`src/hdl/rsm_pkg.sv`:
```
// ----------------------------------------------------------------------------
// rsm_pkg
// Shared types, constants and codes of the residual stagnation monitor.
// ----------------------------------------------------------------------------
package rsm_pkg;

  // Field widths.
  localparam int unsigned NORM_W  = 32;
  localparam int unsigned RATIO_W = 16;
  localparam int unsigned STILL_OUT_W = 4;

  // Averaging and stagnation spans.
  localparam int unsigned AVG_SPAN   = 6;
  localparam int unsigned STALL_SPAN = 10;

  // Derived sizes.
  localparam int unsigned SUM_W     = NORM_W + $clog2(AVG_SPAN);
  localparam int unsigned REM_W     = $clog2(AVG_SPAN);
  localparam int unsigned DIGIT_W   = 8;
  localparam int unsigned DIV_STEPS = (SUM_W + DIGIT_W - 1) / DIGIT_W;
  localparam int unsigned DIV_W     = DIV_STEPS * DIGIT_W;
  localparam int unsigned LIM_W     = NORM_W + RATIO_W;
  localparam int unsigned CNT_MAX   = AVG_SPAN + STALL_SPAN;
  localparam int unsigned CNT_W     = $clog2(CNT_MAX + 1);
  localparam int unsigned STILL_W   = $clog2(STALL_SPAN + 1);
  localparam int unsigned IDX_W     = $clog2(STALL_SPAN);
  localparam int unsigned STEP_MAX  = (DIV_STEPS > STALL_SPAN) ? DIV_STEPS : STALL_SPAN;
  localparam int unsigned STEP_W    = $clog2(STEP_MAX);

  // Configuration port.
  localparam int unsigned CFG_IDX_W  = 1;
  localparam int unsigned CFG_DATA_W = 32;
  localparam logic [CFG_IDX_W-1:0] CFG_ABS_TOLERANCE    = 1'd0;
  localparam logic [CFG_IDX_W-1:0] CFG_STAGNATION_RATIO = 1'd1;
  localparam logic [RATIO_W-1:0]   RATIO_RESET          = 16'd655;

  typedef enum logic [1:0] {
    STAT_CONTINUE  = 2'd0,
    STAT_CONVERGED = 2'd1,
    STAT_NAN       = 2'd2,
    STAT_STAGNATED = 2'd3
  } status_e;

  typedef enum logic [2:0] {
    FSM_IDLE,
    FSM_DECIDE,
    FSM_ADD,
    FSM_DIV,
    FSM_LIMIT,
    FSM_CMP,
    FSM_PUSH,
    FSM_FINISH
  } fsm_state_e;

  typedef struct packed {
    logic [NORM_W-1:0] norm_value;
    logic              norm_is_nan;
    logic              restart;
  } in_item_t;

  typedef struct packed {
    logic [1:0]             status;
    logic [NORM_W-1:0]      running_average;
    logic [STILL_OUT_W-1:0] still_count;
  } out_item_t;

  // Commands from the controller to the datapath.
  typedef struct packed {
    logic             capture;
    logic             decide;
    logic             add;
    logic             div_step;
    logic             limit;
    logic             cmp_step;
    logic [IDX_W-1:0] cmp_idx;
    logic             push;
    logic             finish;
  } dp_cmd_t;

  // Status from the datapath to the controller.
  typedef struct packed {
    logic terminal;
    logic has_avg;
    logic stag_eligible;
    logic out_free;
  } dp_sts_t;

endpackage

```
`src/hdl/rsm_ctrl.sv`:
```
// ----------------------------------------------------------------------------
// rsm_ctrl
// Sequencer that walks one norm through capture, averaging and comparison.
// ----------------------------------------------------------------------------
module rsm_ctrl (
  input  logic             clk_i,
  input  logic             rst_ni,
  input  logic             in_valid_i,
  output logic             in_stall_o,
  input  rsm_pkg::dp_sts_t sts_i,
  output rsm_pkg::dp_cmd_t cmd_o
);
  import rsm_pkg::*;

  localparam logic [STEP_W-1:0] DIV_LAST = STEP_W'(DIV_STEPS - 1);
  localparam logic [STEP_W-1:0] CMP_LAST = STEP_W'(STALL_SPAN - 1);

  fsm_state_e        state_q, state_d;
  logic [STEP_W-1:0] step_q, step_d;

  always_ff @(posedge clk_i or negedge rst_ni) begin
    if (!rst_ni) begin
      state_q <= FSM_IDLE;
      step_q  <= '0;
    end else begin
      state_q <= state_d;
      step_q  <= step_d;
    end
  end

  // Next state and step counter.
  always_comb begin
    state_d = state_q;
    step_d  = step_q;
    unique case (state_q)
      FSM_IDLE: begin
        if (in_valid_i) begin
          state_d = FSM_DECIDE;
        end
      end
      FSM_DECIDE: begin
        state_d = sts_i.terminal ? FSM_FINISH : FSM_ADD;
      end
      FSM_ADD: begin
        step_d  = '0;
        state_d = sts_i.has_avg ? FSM_DIV : FSM_FINISH;
      end
      FSM_DIV: begin
        if (step_q == DIV_LAST) begin
          step_d  = '0;
          state_d = sts_i.stag_eligible ? FSM_LIMIT : FSM_PUSH;
        end else begin
          step_d = step_q + 1'b1;
        end
      end
      FSM_LIMIT: begin
        step_d  = '0;
        state_d = FSM_CMP;
      end
      FSM_CMP: begin
        if (step_q == CMP_LAST) begin
          state_d = FSM_PUSH;
        end else begin
          step_d = step_q + 1'b1;
        end
      end
      FSM_PUSH: begin
        state_d = FSM_FINISH;
      end
      FSM_FINISH: begin
        if (sts_i.out_free) begin
          state_d = FSM_IDLE;
        end
      end
      default: begin
        state_d = FSM_IDLE;
      end
    endcase
  end

  // Commands.
  always_comb begin
    cmd_o         = '0;
    cmd_o.cmp_idx = step_q[IDX_W-1:0];
    in_stall_o    = 1'b1;
    unique case (state_q)
      FSM_IDLE: begin
        in_stall_o    = 1'b0;
        cmd_o.capture = in_valid_i;
      end
      FSM_DECIDE: cmd_o.decide   = 1'b1;
      FSM_ADD:    cmd_o.add      = 1'b1;
      FSM_DIV:    cmd_o.div_step = 1'b1;
      FSM_LIMIT:  cmd_o.limit    = 1'b1;
      FSM_CMP:    cmd_o.cmp_step = 1'b1;
      FSM_PUSH:   cmd_o.push     = 1'b1;
      FSM_FINISH: cmd_o.finish   = sts_i.out_free;
      default:    cmd_o          = '0;
    endcase
  end

endmodule

```
`src/hdl/rsm_datapath.sv`:
```
// ----------------------------------------------------------------------------
// rsm_datapath
// Norm window, running sum, digit divider, average history and result register.
// ----------------------------------------------------------------------------
module rsm_datapath (
  input  logic                              clk_i,
  input  logic                              rst_ni,
  input  rsm_pkg::in_item_t                 in_item_i,
  input  logic                              cfg_we_i,
  input  logic [rsm_pkg::CFG_IDX_W-1:0]     cfg_index_i,
  input  logic [rsm_pkg::CFG_DATA_W-1:0]    cfg_data_i,
  input  rsm_pkg::dp_cmd_t                  cmd_i,
  output rsm_pkg::dp_sts_t                  sts_o,
  output logic                              out_valid_o,
  input  logic                              out_stall_i,
  output rsm_pkg::out_item_t                out_item_o
);
  import rsm_pkg::*;

  // Configuration registers.
  logic [NORM_W-1:0]  tol_q;
  logic [RATIO_W-1:0] ratio_q;

  always_ff @(posedge clk_i or negedge rst_ni) begin
    if (!rst_ni) begin
      tol_q   <= '0;
      ratio_q <= RATIO_RESET;
    end else if (cfg_we_i) begin
      unique case (cfg_index_i)
        CFG_ABS_TOLERANCE:    tol_q   <= cfg_data_i[NORM_W-1:0];
        CFG_STAGNATION_RATIO: ratio_q <= cfg_data_i[RATIO_W-1:0];
        default:              tol_q   <= tol_q;
      endcase
    end
  end

  // Captured transaction.
  logic [NORM_W-1:0] norm_q;
  logic              nan_q;
  logic              restart_q;

  always_ff @(posedge clk_i) begin
    if (cmd_i.capture) begin
      norm_q    <= in_item_i.norm_value;
      nan_q     <= in_item_i.norm_is_nan;
      restart_q <= in_item_i.restart;
    end
  end

  logic terminal;
  assign terminal = nan_q || (norm_q <= tol_q);

  // Iteration count, window and running sum of the window.
  logic [CNT_W-1:0]  count_q;
  logic [NORM_W-1:0] win_q [AVG_SPAN];
  logic [SUM_W-1:0]  sum_q;
  logic              term_q;

  always_ff @(posedge clk_i or negedge rst_ni) begin
    if (!rst_ni) begin
      count_q <= '0;
      sum_q   <= '0;
      term_q  <= 1'b0;
      for (int k = 0; k < AVG_SPAN; k++) begin
        win_q[k] <= '0;
      end
    end else begin
      if (cmd_i.decide) begin
        term_q <= terminal;
        if (restart_q) begin
          count_q <= '0;
        end
        if (!terminal) begin
          sum_q <= sum_q - SUM_W'(win_q[AVG_SPAN-1]);
          for (int k = AVG_SPAN - 1; k > 0; k--) begin
            win_q[k] <= win_q[k-1];
          end
          win_q[0] <= norm_q;
        end
      end
      if (cmd_i.add) begin
        sum_q <= sum_q + SUM_W'(norm_q);
      end
      if (cmd_i.finish && !term_q && (count_q < CNT_W'(CNT_MAX))) begin
        count_q <= count_q + 1'b1;
      end
    end
  end

  // Division of the sum by the span, one byte of dividend per cycle.
  logic [DIV_W-1:0]   div_work_q;
  logic [REM_W-1:0]   rem_q;
  logic [NORM_W-1:0]  avg_q;
  logic [REM_W-1:0]   rem_next;
  logic [DIGIT_W-1:0] q_digit;

  always_comb begin
    logic [REM_W:0]     trial;
    logic [DIGIT_W-1:0] digit;
    digit    = div_work_q[DIV_W-1 -: DIGIT_W];
    rem_next = rem_q;
    q_digit  = '0;
    for (int b = DIGIT_W - 1; b >= 0; b--) begin
      trial = {rem_next, digit[b]};
      if (trial >= (REM_W+1)'(AVG_SPAN)) begin
        trial      = trial - (REM_W+1)'(AVG_SPAN);
        q_digit[b] = 1'b1;
      end
      rem_next = trial[REM_W-1:0];
    end
  end

  always_ff @(posedge clk_i) begin
    if (cmd_i.decide) begin
      avg_q <= '0;
    end
    if (cmd_i.add) begin
      div_work_q <= DIV_W'(sum_q + SUM_W'(norm_q));
      rem_q      <= '0;
    end
    if (cmd_i.div_step) begin
      div_work_q <= div_work_q << DIGIT_W;
      rem_q      <= rem_next;
      avg_q      <= NORM_W'({avg_q, q_digit});
    end
  end

  // Ratio limit and sequential comparison against the history.
  logic [LIM_W-1:0]   limit_q;
  logic [STILL_W-1:0] still_q;
  logic [NORM_W-1:0]  hist_q [STALL_SPAN];
  logic [NORM_W-1:0]  hist_sel;
  logic [NORM_W-1:0]  diff;
  logic               is_close;

  assign hist_sel = hist_q[cmd_i.cmp_idx];
  assign diff     = (hist_sel >= avg_q) ? (hist_sel - avg_q) : (avg_q - hist_sel);
  assign is_close = ({diff, {RATIO_W{1'b0}}} < limit_q);

  always_ff @(posedge clk_i) begin
    if (cmd_i.decide) begin
      still_q <= '0;
    end
    if (cmd_i.limit) begin
      limit_q <= LIM_W'(ratio_q) * LIM_W'(avg_q);
    end
    if (cmd_i.cmp_step) begin
      still_q <= still_q + STILL_W'(is_close);
    end
    if (cmd_i.push) begin
      for (int k = STALL_SPAN - 1; k > 0; k--) begin
        hist_q[k] <= hist_q[k-1];
      end
      hist_q[0] <= avg_q;
    end
  end

  // Result register.
  logic      out_valid_q;
  out_item_t out_item_q;
  logic      out_free;
  status_e   res_status;

  assign out_free = !out_valid_q || !out_stall_i;

  always_comb begin
    priority if (term_q) begin
      res_status = nan_q ? STAT_NAN : STAT_CONVERGED;
    end else if (still_q == STILL_W'(STALL_SPAN)) begin
      res_status = STAT_STAGNATED;
    end else begin
      res_status = STAT_CONTINUE;
    end
  end

  always_ff @(posedge clk_i or negedge rst_ni) begin
    if (!rst_ni) begin
      out_valid_q <= 1'b0;
    end else if (cmd_i.finish) begin
      out_valid_q <= 1'b1;
    end else if (!out_stall_i) begin
      out_valid_q <= 1'b0;
    end
  end

  always_ff @(posedge clk_i) begin
    if (cmd_i.finish) begin
      out_item_q.status          <= res_status;
      out_item_q.running_average <= avg_q;
      out_item_q.still_count     <= STILL_OUT_W'(still_q);
    end
  end

  assign out_valid_o         = out_valid_q;
  assign out_item_o          = out_item_q;
  assign sts_o.terminal      = terminal;
  assign sts_o.has_avg       = (count_q >= CNT_W'(AVG_SPAN));
  assign sts_o.stag_eligible = (count_q >= CNT_W'(CNT_MAX));
  assign sts_o.out_free      = out_free;

endmodule

```
`src/hdl/residual_stagnation_monitor_unit.sv`:
```
// ----------------------------------------------------------------------------
// residual_stagnation_monitor_unit
// Per-iteration residual monitor: convergence, NaN and stagnation status.
// ----------------------------------------------------------------------------
//
//   Channel | Direction | Handshake            | Contents
//   --------+-----------+----------------------+---------------------------------
//   in      | in        | in_valid_i/in_stall_o| norm, NaN flag, restart flag
//   out     | out       | out_valid_o/out_stall_i | status, average, still count
//   cfg     | in        | cfg_valid_i/cfg_ready_o | register index and data
//
// A norm that ends the solve (NaN or at or below the tolerance) goes from
// the decision straight to the result load. A norm before the seventh
// iteration only adds to the running sum, one with an average also runs
// the byte-wise divider, and from the seventeenth iteration on the ratio
// limit is formed and the shared comparator walks the ten stored averages.
// The next transaction is accepted in the cycle after the result loads.
// Reset clears the iteration count, norm window, running sum and ratio to
// their defaults; the average history needs no clearing because it is always
// written before it is read. A stalled result holds in the output register
// while the next transaction is already accepted and processed; only the
// final load waits for the register to free up.
//
module residual_stagnation_monitor_unit (
  input  logic                           clk_i,
  input  logic                           rst_ni,
  input  logic                           in_valid_i,
  output logic                           in_stall_o,
  input  rsm_pkg::in_item_t              in_item_i,
  output logic                           out_valid_o,
  input  logic                           out_stall_i,
  output rsm_pkg::out_item_t             out_item_o,
  input  logic                           cfg_valid_i,
  output logic                           cfg_ready_o,
  input  logic [rsm_pkg::CFG_IDX_W-1:0]  cfg_index_i,
  input  logic [rsm_pkg::CFG_DATA_W-1:0] cfg_data_i
);
  import rsm_pkg::*;

  dp_cmd_t cmd;
  dp_sts_t sts;

  // Configuration writes are always taken; software must write only when idle, which the block does not enforce.
  assign cfg_ready_o = 1'b1;

  // The controller sequences each transaction through the datapath steps.
  rsm_ctrl u_ctrl (
    .clk_i      (clk_i),
    .rst_ni     (rst_ni),
    .in_valid_i (in_valid_i),
    .in_stall_o (in_stall_o),
    .sts_i      (sts),
    .cmd_o      (cmd)
  );

  // The datapath holds the window, the divider, the history and the result.
  rsm_datapath u_datapath (
    .clk_i       (clk_i),
    .rst_ni      (rst_ni),
    .in_item_i   (in_item_i),
    .cfg_we_i    (cfg_valid_i && cfg_ready_o),
    .cfg_index_i (cfg_index_i),
    .cfg_data_i  (cfg_data_i),
    .cmd_i       (cmd),
    .sts_o       (sts),
    .out_valid_o (out_valid_o),
    .out_stall_i (out_stall_i),
    .out_item_o  (out_item_o)
  );

endmodule

```
`config.mk`:
```
export PLATFORM = sky130hd
export DESIGN_NAME = residual_stagnation_monitor_unit
export DESIGN_NICKNAME = d
export VERILOG_FILES = /design/src/hdl/rsm_pkg.sv /design/src/hdl/rsm_ctrl.sv /design/src/hdl/rsm_datapath.sv /design/src/hdl/residual_stagnation_monitor_unit.sv
export SDC_FILE = /design/constraint.sdc
export NUM_CORES = 2
export LEC_CHECK = 0
export BUFFER_PORTS_ARGS = -buffer_cell sky130_fd_sc_hd__clkbuf_2
export CORE_UTILIZATION = 39
export DETAILED_ROUTE_END_ITERATION = 10
export PLACE_DENSITY = 0.61
export SYNTH_ARGS = -nofsm -noshare
export SYNTH_HDL_FRONTEND = slang
export SYNTH_SLANG_ARGS = --single-unit
export TNS_END_PERCENT = 100
```
`constraint.sdc`:
```
create_clock -name clk_i -period 9.03 [get_ports clk_i]
set_clock_uncertainty 0.1 [all_clocks]
set_input_delay 0.903 -clock clk_i [delete_from_list [all_inputs] [get_ports clk_i]]
set_output_delay 0.903 -clock clk_i [all_outputs]
set_load 0.1 [all_outputs]
```
Word level (Yosys, flattened, before mapping)
Memories as Yosys holds them, arrays and structs flattened.
Index checks and enable logic that the tools add are counted.

storage, ports and cells
  logic and storage cells = 158
  register bits after elaboration = 488
  memories kept = 1
  output and inout port bits = 41
  memory bits (writable) = 320
  input bits = 72

memory list
  name               words  width  read ports  clocked after Yosys merged registers in  wr ports  line                 RTL
  u_datapath.hist_q  10     32     10          0                                        10        rsm_datapath.sv:131  logic [NORM_W-1:0] hist_q [STALL_SPAN];

operators by class
  muxes and demuxes = 58
  bitwise gates (word level) = 2
  eq/ne operators = 17
  $add $sub $neg = 16
  $mul = 1
  order comparisons = 14
  reductions and logical operators = 23

operators with widths
  operator                                                           count
  2-to-1 mux 35 bit                                                  3
  2-to-1 mux 32 bit                                                  3
  2-to-1 mux 40 bit                                                  2
  subtractor 32 bit                                                  2
  < comparator 48 bit                                                1
  multiplier 16 x 32 -> 48 bit                                       1
  2-to-1 mux 3 bit                                                   16
  adder 35 x 32 -> 36 bit                                            1
  adder 35 x 32 -> 35 bit                                            1
  subtractor 35 x 32 -> 35 bit                                       1
  greater-or-equal comparator 32 bit                                 1
  greater-or-equal comparator 4 x 3 -> 1 bit, second input constant  8
  <= comparator 32 bit                                               1
  case mux 3 bit (8 select lines)                                    1
  subtractor 3 bit, second input constant                            8
  2-to-1 mux 1 bit                                                   21
  2-to-1 mux 4 bit                                                   4
  2-to-1 mux 5 bit                                                   3
  == test 3 bit, second input constant                               4
  case mux 4 bit (3 select lines)                                    1
  AND reduction 2 bit                                                6
  nonzero test 2 bit                                                 6
  == test 4 bit, second input constant                               2
  2-to-1 mux 2 bit                                                   4
  other kinds (19)                                                   30

Longest topological paths before layout
  depth in word-level cells = 17
  depth in mapped cells = 36
  gate-level depth less buffers = 32

Modules after synthesis
From an unflattened synthesis, not the netlist that was laid out.

second synthesis, totals
  cell total of the unflattened synthesis = 4,873
  area total of the unflattened synthesis = 55,309.3 um^2

by module, submodules not included
  module                            area each (um^2)  instances  cells each  sequential area each (um^2)
  rsm_datapath                      54,701.2          1          4,809       22,569.1
  rsm_ctrl                          596.8             1          62          175.2
  residual_stagnation_monitor_unit  11.3              1          2           0.0

Worst setup path before layout
Ideal clock, no wire load.

  path type = register to register
  start = register u_ctrl.state_q[1]
  end = memory u_datapath.hist_q[0][0] (enable)
  required time = 8,205 ps
  slack = 194 ps
  setup time = 725 ps
  stages on the path, launching flop included = 3
  arrival = 8,010 ps
  clock period less this slack = 8,836 ps
  path buffers = 1
  path through = dfrtp_1 > clkbuf_1 > and3_1

RTL lines
  what                      line                 RTL
  start: declaration        rsm_ctrl.sv:18       fsm_state_e state_q, state_d;
  start signal: assignment  rsm_ctrl.sv:26       state_q <= state_d;
  end: declaration          rsm_datapath.sv:131

Worst setup path after layout
  start = register u_ctrl.step_q[0]
  end = register u_datapath.still_q[1], data pin

on the way
  word-level cells in the longest chain between the ends = 6
  elaborated cells on any way between the ends = 8
  classes of those cells = add/sub (3); order compare (2); mux (2); memory (1)

ends and longest elaborated chain
  what                                                                     line                 RTL
  start: declaration                                                       rsm_ctrl.sv:19       logic [STEP_W-1:0] step_q, step_d;
  start signal: assignment                                                 rsm_ctrl.sv:27       step_q <= step_d;
  memory read (10 x 32 bit) (*)                                            --
  subtractor 32 bit or greater-or-equal comparator 32 bit (tied branches)  rsm_datapath.sv:137  assign diff = (hist_sel >= avg_q) ? (hist_sel - avg_q) : (avg_q - hist_sel);
  2-to-1 mux 32 bit (*)                                                    rsm_datapath.sv:137
  < comparator 48 bit (*)                                                  rsm_datapath.sv:138  assign is_close = ({diff, {RATIO_W{1'b0}}} < limit_q);
  adder 4 x 1 -> 4 bit (*)                                                 rsm_datapath.sv:148  still_q <= still_q + STILL_W'(is_close);
  2-to-1 mux 4 bit (*)                                                     rsm_datapath.sv:147  if (cmd_i.cmp_step) begin
  end signal: assignment                                                   rsm_datapath.sv:148
  end: declaration                                                         rsm_datapath.sv:130  logic [STILL_W-1:0] still_q;

Every way passes the cells marked *; elsewhere a longest branch is shown, timed or not.
A chain may end at the register's enable or synchronous reset.

==> results.ini <==
[place]
io_buffers = 111
place_congestion = 0.880
dpl.hpwl_um = 96200
dp_cells = 6666

[setup_path]
critical_path_class = flop to flop
crit_slowest_cell = dfrtp_4
r2r-end = u_datapath.still_q[1]$_SDFFCE_PN0P_
max_stage_delay_ps = 760
ff2ff_path_depth = 28
crit_arrival_ps = 8240
critPathLaunchType = flop
cpMostUsedCell = buf_4
r2r-start = u_ctrl.step_q[0]$_DFFE_PN0P_
required_ps = 9370
cp_max_fo = 29
cp-end-kind = flop
regToRegSetupSlack_ps = 1140

[clocking]
cts_tree = built
root_buffer = clkbuf_16
path_clk_slew_ps = 60
cts.sinks = 808
cts_setup_buffers = 0
cts_hold_buffers = 0
numCtsBuffers = 90
cts_resized = 0
clock_latency_ps = 710
cts_max_level = 3
clockBufferDepth = 3

[sta]
setup_violations = 0
tns_ps = 0
maxSlewViolCount = 0
min_period_over_period = 0.874
finalHoldViolations = 0
fin_crit_ps = 7890
max_slew.worst_pin.slew_ps = 1240
maxSlewHeadroom = 0.173
max_freq_mhz = 127
rsz0062_at_grt = no
holdWs_ps = 97.8

[logic_synthesis]
yosysTopAreaCellShare = 0.279
synth_area_leaders = edfxtp_1 28%, fa_1 15%, dfrtp_1 13%, ha_1 7.3%, mux2_2 5.2%
synth_top_area_cell = edfxtp_1
synth-async-reset-ratio = 0.358
synth_area_um2 = 54900
synth_ff_type = edfxtp_1
yosys_warnings = 0
syn_inst = 4831
ys_ff_latch = 808
synth-edff-count = 511
synth_area_per_cell_um2 = 11.4
yosysSeqAreaShare = 0.414
ys_types = 88
synth_nets = 5645

[die]
die_y_um = 377
ios = 113
initial_core_util = 0.393
die_area_um2 = 142000
die_x_um = 377
core_um2 = 140000
rows = 137

[drt]
drt_first_iter_violations = 2197
drc = 0
vias_per_cell = 5.21
wirelength_um = 129000
drt_pass1_iterations = 5
final_antenna_net_count = 0
wire_per_inst_um = 18.9
vias = 35600

[hold_path]
min_path_type = primary input to async pin

[global_route]
gr-total-overflow = 0
antenna_found_initial = 5
grt_pass1_wl_um = 208000
grt_pass1_vias = 37000
grt.total_usage = 0.185
grt_max_degree = 188

[final_layout]
antenna_cells = 0
layout-drive-gt1-share = 0.137
nNetsFinal = 5696
num-fill-cells = 13000
area_growth_pct = 10.6
fin_cells = 6834

[outcome]
status = completed

[run]
drv_cap = 0

layer usage:
metal / wire length (um) / track usage / vias up
li1: - / - / 16600
met1: 60300 / 0.259 / 18100
met2: 61300 / 0.306 / 771
met3: 5660 / 0.0268 / 133
met4: 2210 / 0.0372 / 0
met5: 0 / 0 / -
synthesized netlist by cell type (64+ instances only):
master	number
xnor2_1	95
edfxtp_1	511
a21oi_1	214
mux2_2	254
dfrtp_1	283
xor2_1	74
nand2_1	565
inv_1	563
mux4_2	64
a21o_1	119
clkbuf_1	184
nor2_1	154
ha_1	320
and2_1	182
fa_1	422
o21ai_0	222
flip-flops by register name, summed over array words and instances, names as in the netlist:
register	flops
u_datapath.restart_q	1
u_datapath.out_valid_o	1
u_datapath.win_q	192
u_datapath.sum_q	35
u_datapath.ratio_q	16
u_datapath.norm_q	32
u_datapath.limit_q	48
u_ctrl.state_q	3
u_datapath.nan_q	1
u_datapath.avg_q	32
u_datapath.hist_q	320
u_datapath.out_item_o	38
u_ctrl.step_q	4
u_datapath.rem_q	3
u_datapath.tol_q	32
u_datapath.div_work_q	40
u_datapath.still_q	4
u_datapath.term_q	1
u_datapath.count_q	5
worst max path at each step:
stage	startpoint	to	cells past startpoint
after global routing	u_ctrl.step_q[0]$_DFFE_PN0P_	u_datapath.still_q[2]$_SDFFCE_PN0P_	29
after floorplan	u_ctrl.state_q[1]$_DFFE_PN0P_	u_datapath.hist_q[0][0]$_DFFE_PP_	2
after global placement	u_ctrl.step_q[0]$_DFFE_PN0P_	u_datapath.still_q[1]$_SDFFCE_PN0P_	29
after CTS	u_ctrl.step_q[0]$_DFFE_PN0P_	u_datapath.still_q[1]$_SDFFCE_PN0P_	29
final	u_ctrl.step_q[0]$_DFFE_PN0P_	u_datapath.still_q[1]$_SDFFCE_PN0P_	28
after detailed placement	u_ctrl.step_q[0]$_DFFE_PN0P_	u_datapath.still_q[1]$_SDFFCE_PN0P_	29
kinds of logic (layout without fill, tap and decap cells):
family / after synthesis / count (layout) / synth area share
XOR/XNOR: 169 / 169 / 0.0269
AO/OA/AOI/OAI: 797 / 797 / 0.0917
multiplexers: 363 / 363 / 0.0865
buffers and inverters: 786 / 913 / 0.0544
AND/OR/NAND/NOR: 1165 / 1165 / 0.0997
flip-flops: 808 / 808 / 0.414
adder cells (fa/ha/maj): 742 / 742 / 0.227
other: 1 / 1 / 0.0000683
worst max-delay path: cells and delay by family, from the launching register on:
family / cells / cell delay, ps
AOI/OAI and AO/OA: 10 / 2360
xor gates and xnor gates: 1 / 190
adders and majority gates: 4 / 1130
buffers and inverters: 6 / 1500
DFF: 1 / 760
muxes: 3 / 1060
and+or+nand+nor: 4 / 480
placed cells by master (no fill, tap or decap), types with 14 or more instances in the layout:
cell,synthesis,routed
nand4_1,34,34
dfrtp_1,283,279
xor2_1,74,74
o21ai_0,222,222
a31oi_1,20,20
clkbuf_2,0,110
o21a_1,30,30
mux2_2,254,254
nand2b_1,29,29
o31ai_1,17,17
a21o_1,119,119
edfxtp_1,511,511
and3_1,20,19
nor3_1,39,39
nand3_1,44,44
nand2_1,565,565
nor2_1,154,150
a211oi_1,30,30
xnor2_1,95,95
a21oi_1,214,214
clkbuf_16,0,93
and2_1,182,182
o21bai_1,26,26
ha_1,320,320
clkbuf_1,184,22
mux4_2,64,64
inv_1,563,562
o211ai_1,14,14
a22o_1,31,31
nor2b_1,29,28
mux2i_1,45,45
fa_1,422,422
buf_4,1,69
metrics by stage:
stage	setup slack [ps]	util	area (um2)
5_1_grt	521	0.435	60700
2_1_floorplan	194	-	54900
4_1_cts	1080	0.435	60700
3_5_place_dp	1140	0.412	57600
6_report	1140	0.435	60700
3_3_place_gp	1190	0.412	57600
final cells by class:
class                           instances  area [um2]  area share
Multi-Input combinational cell       3237       29300       0.482
Sequential cell                       808       22800       0.375
Clock buffer                          119        2460      0.0405
Tap cell                             1876        2350      0.0386
Inverter                              563        2110      0.0348
Timing Repair Buffer                  182        1120      0.0185
Clock inverter                         49         673      0.0111
Power is not shown: default switching activity piles up to over one toggle a cycle in this logic, so the estimate is an artifact.
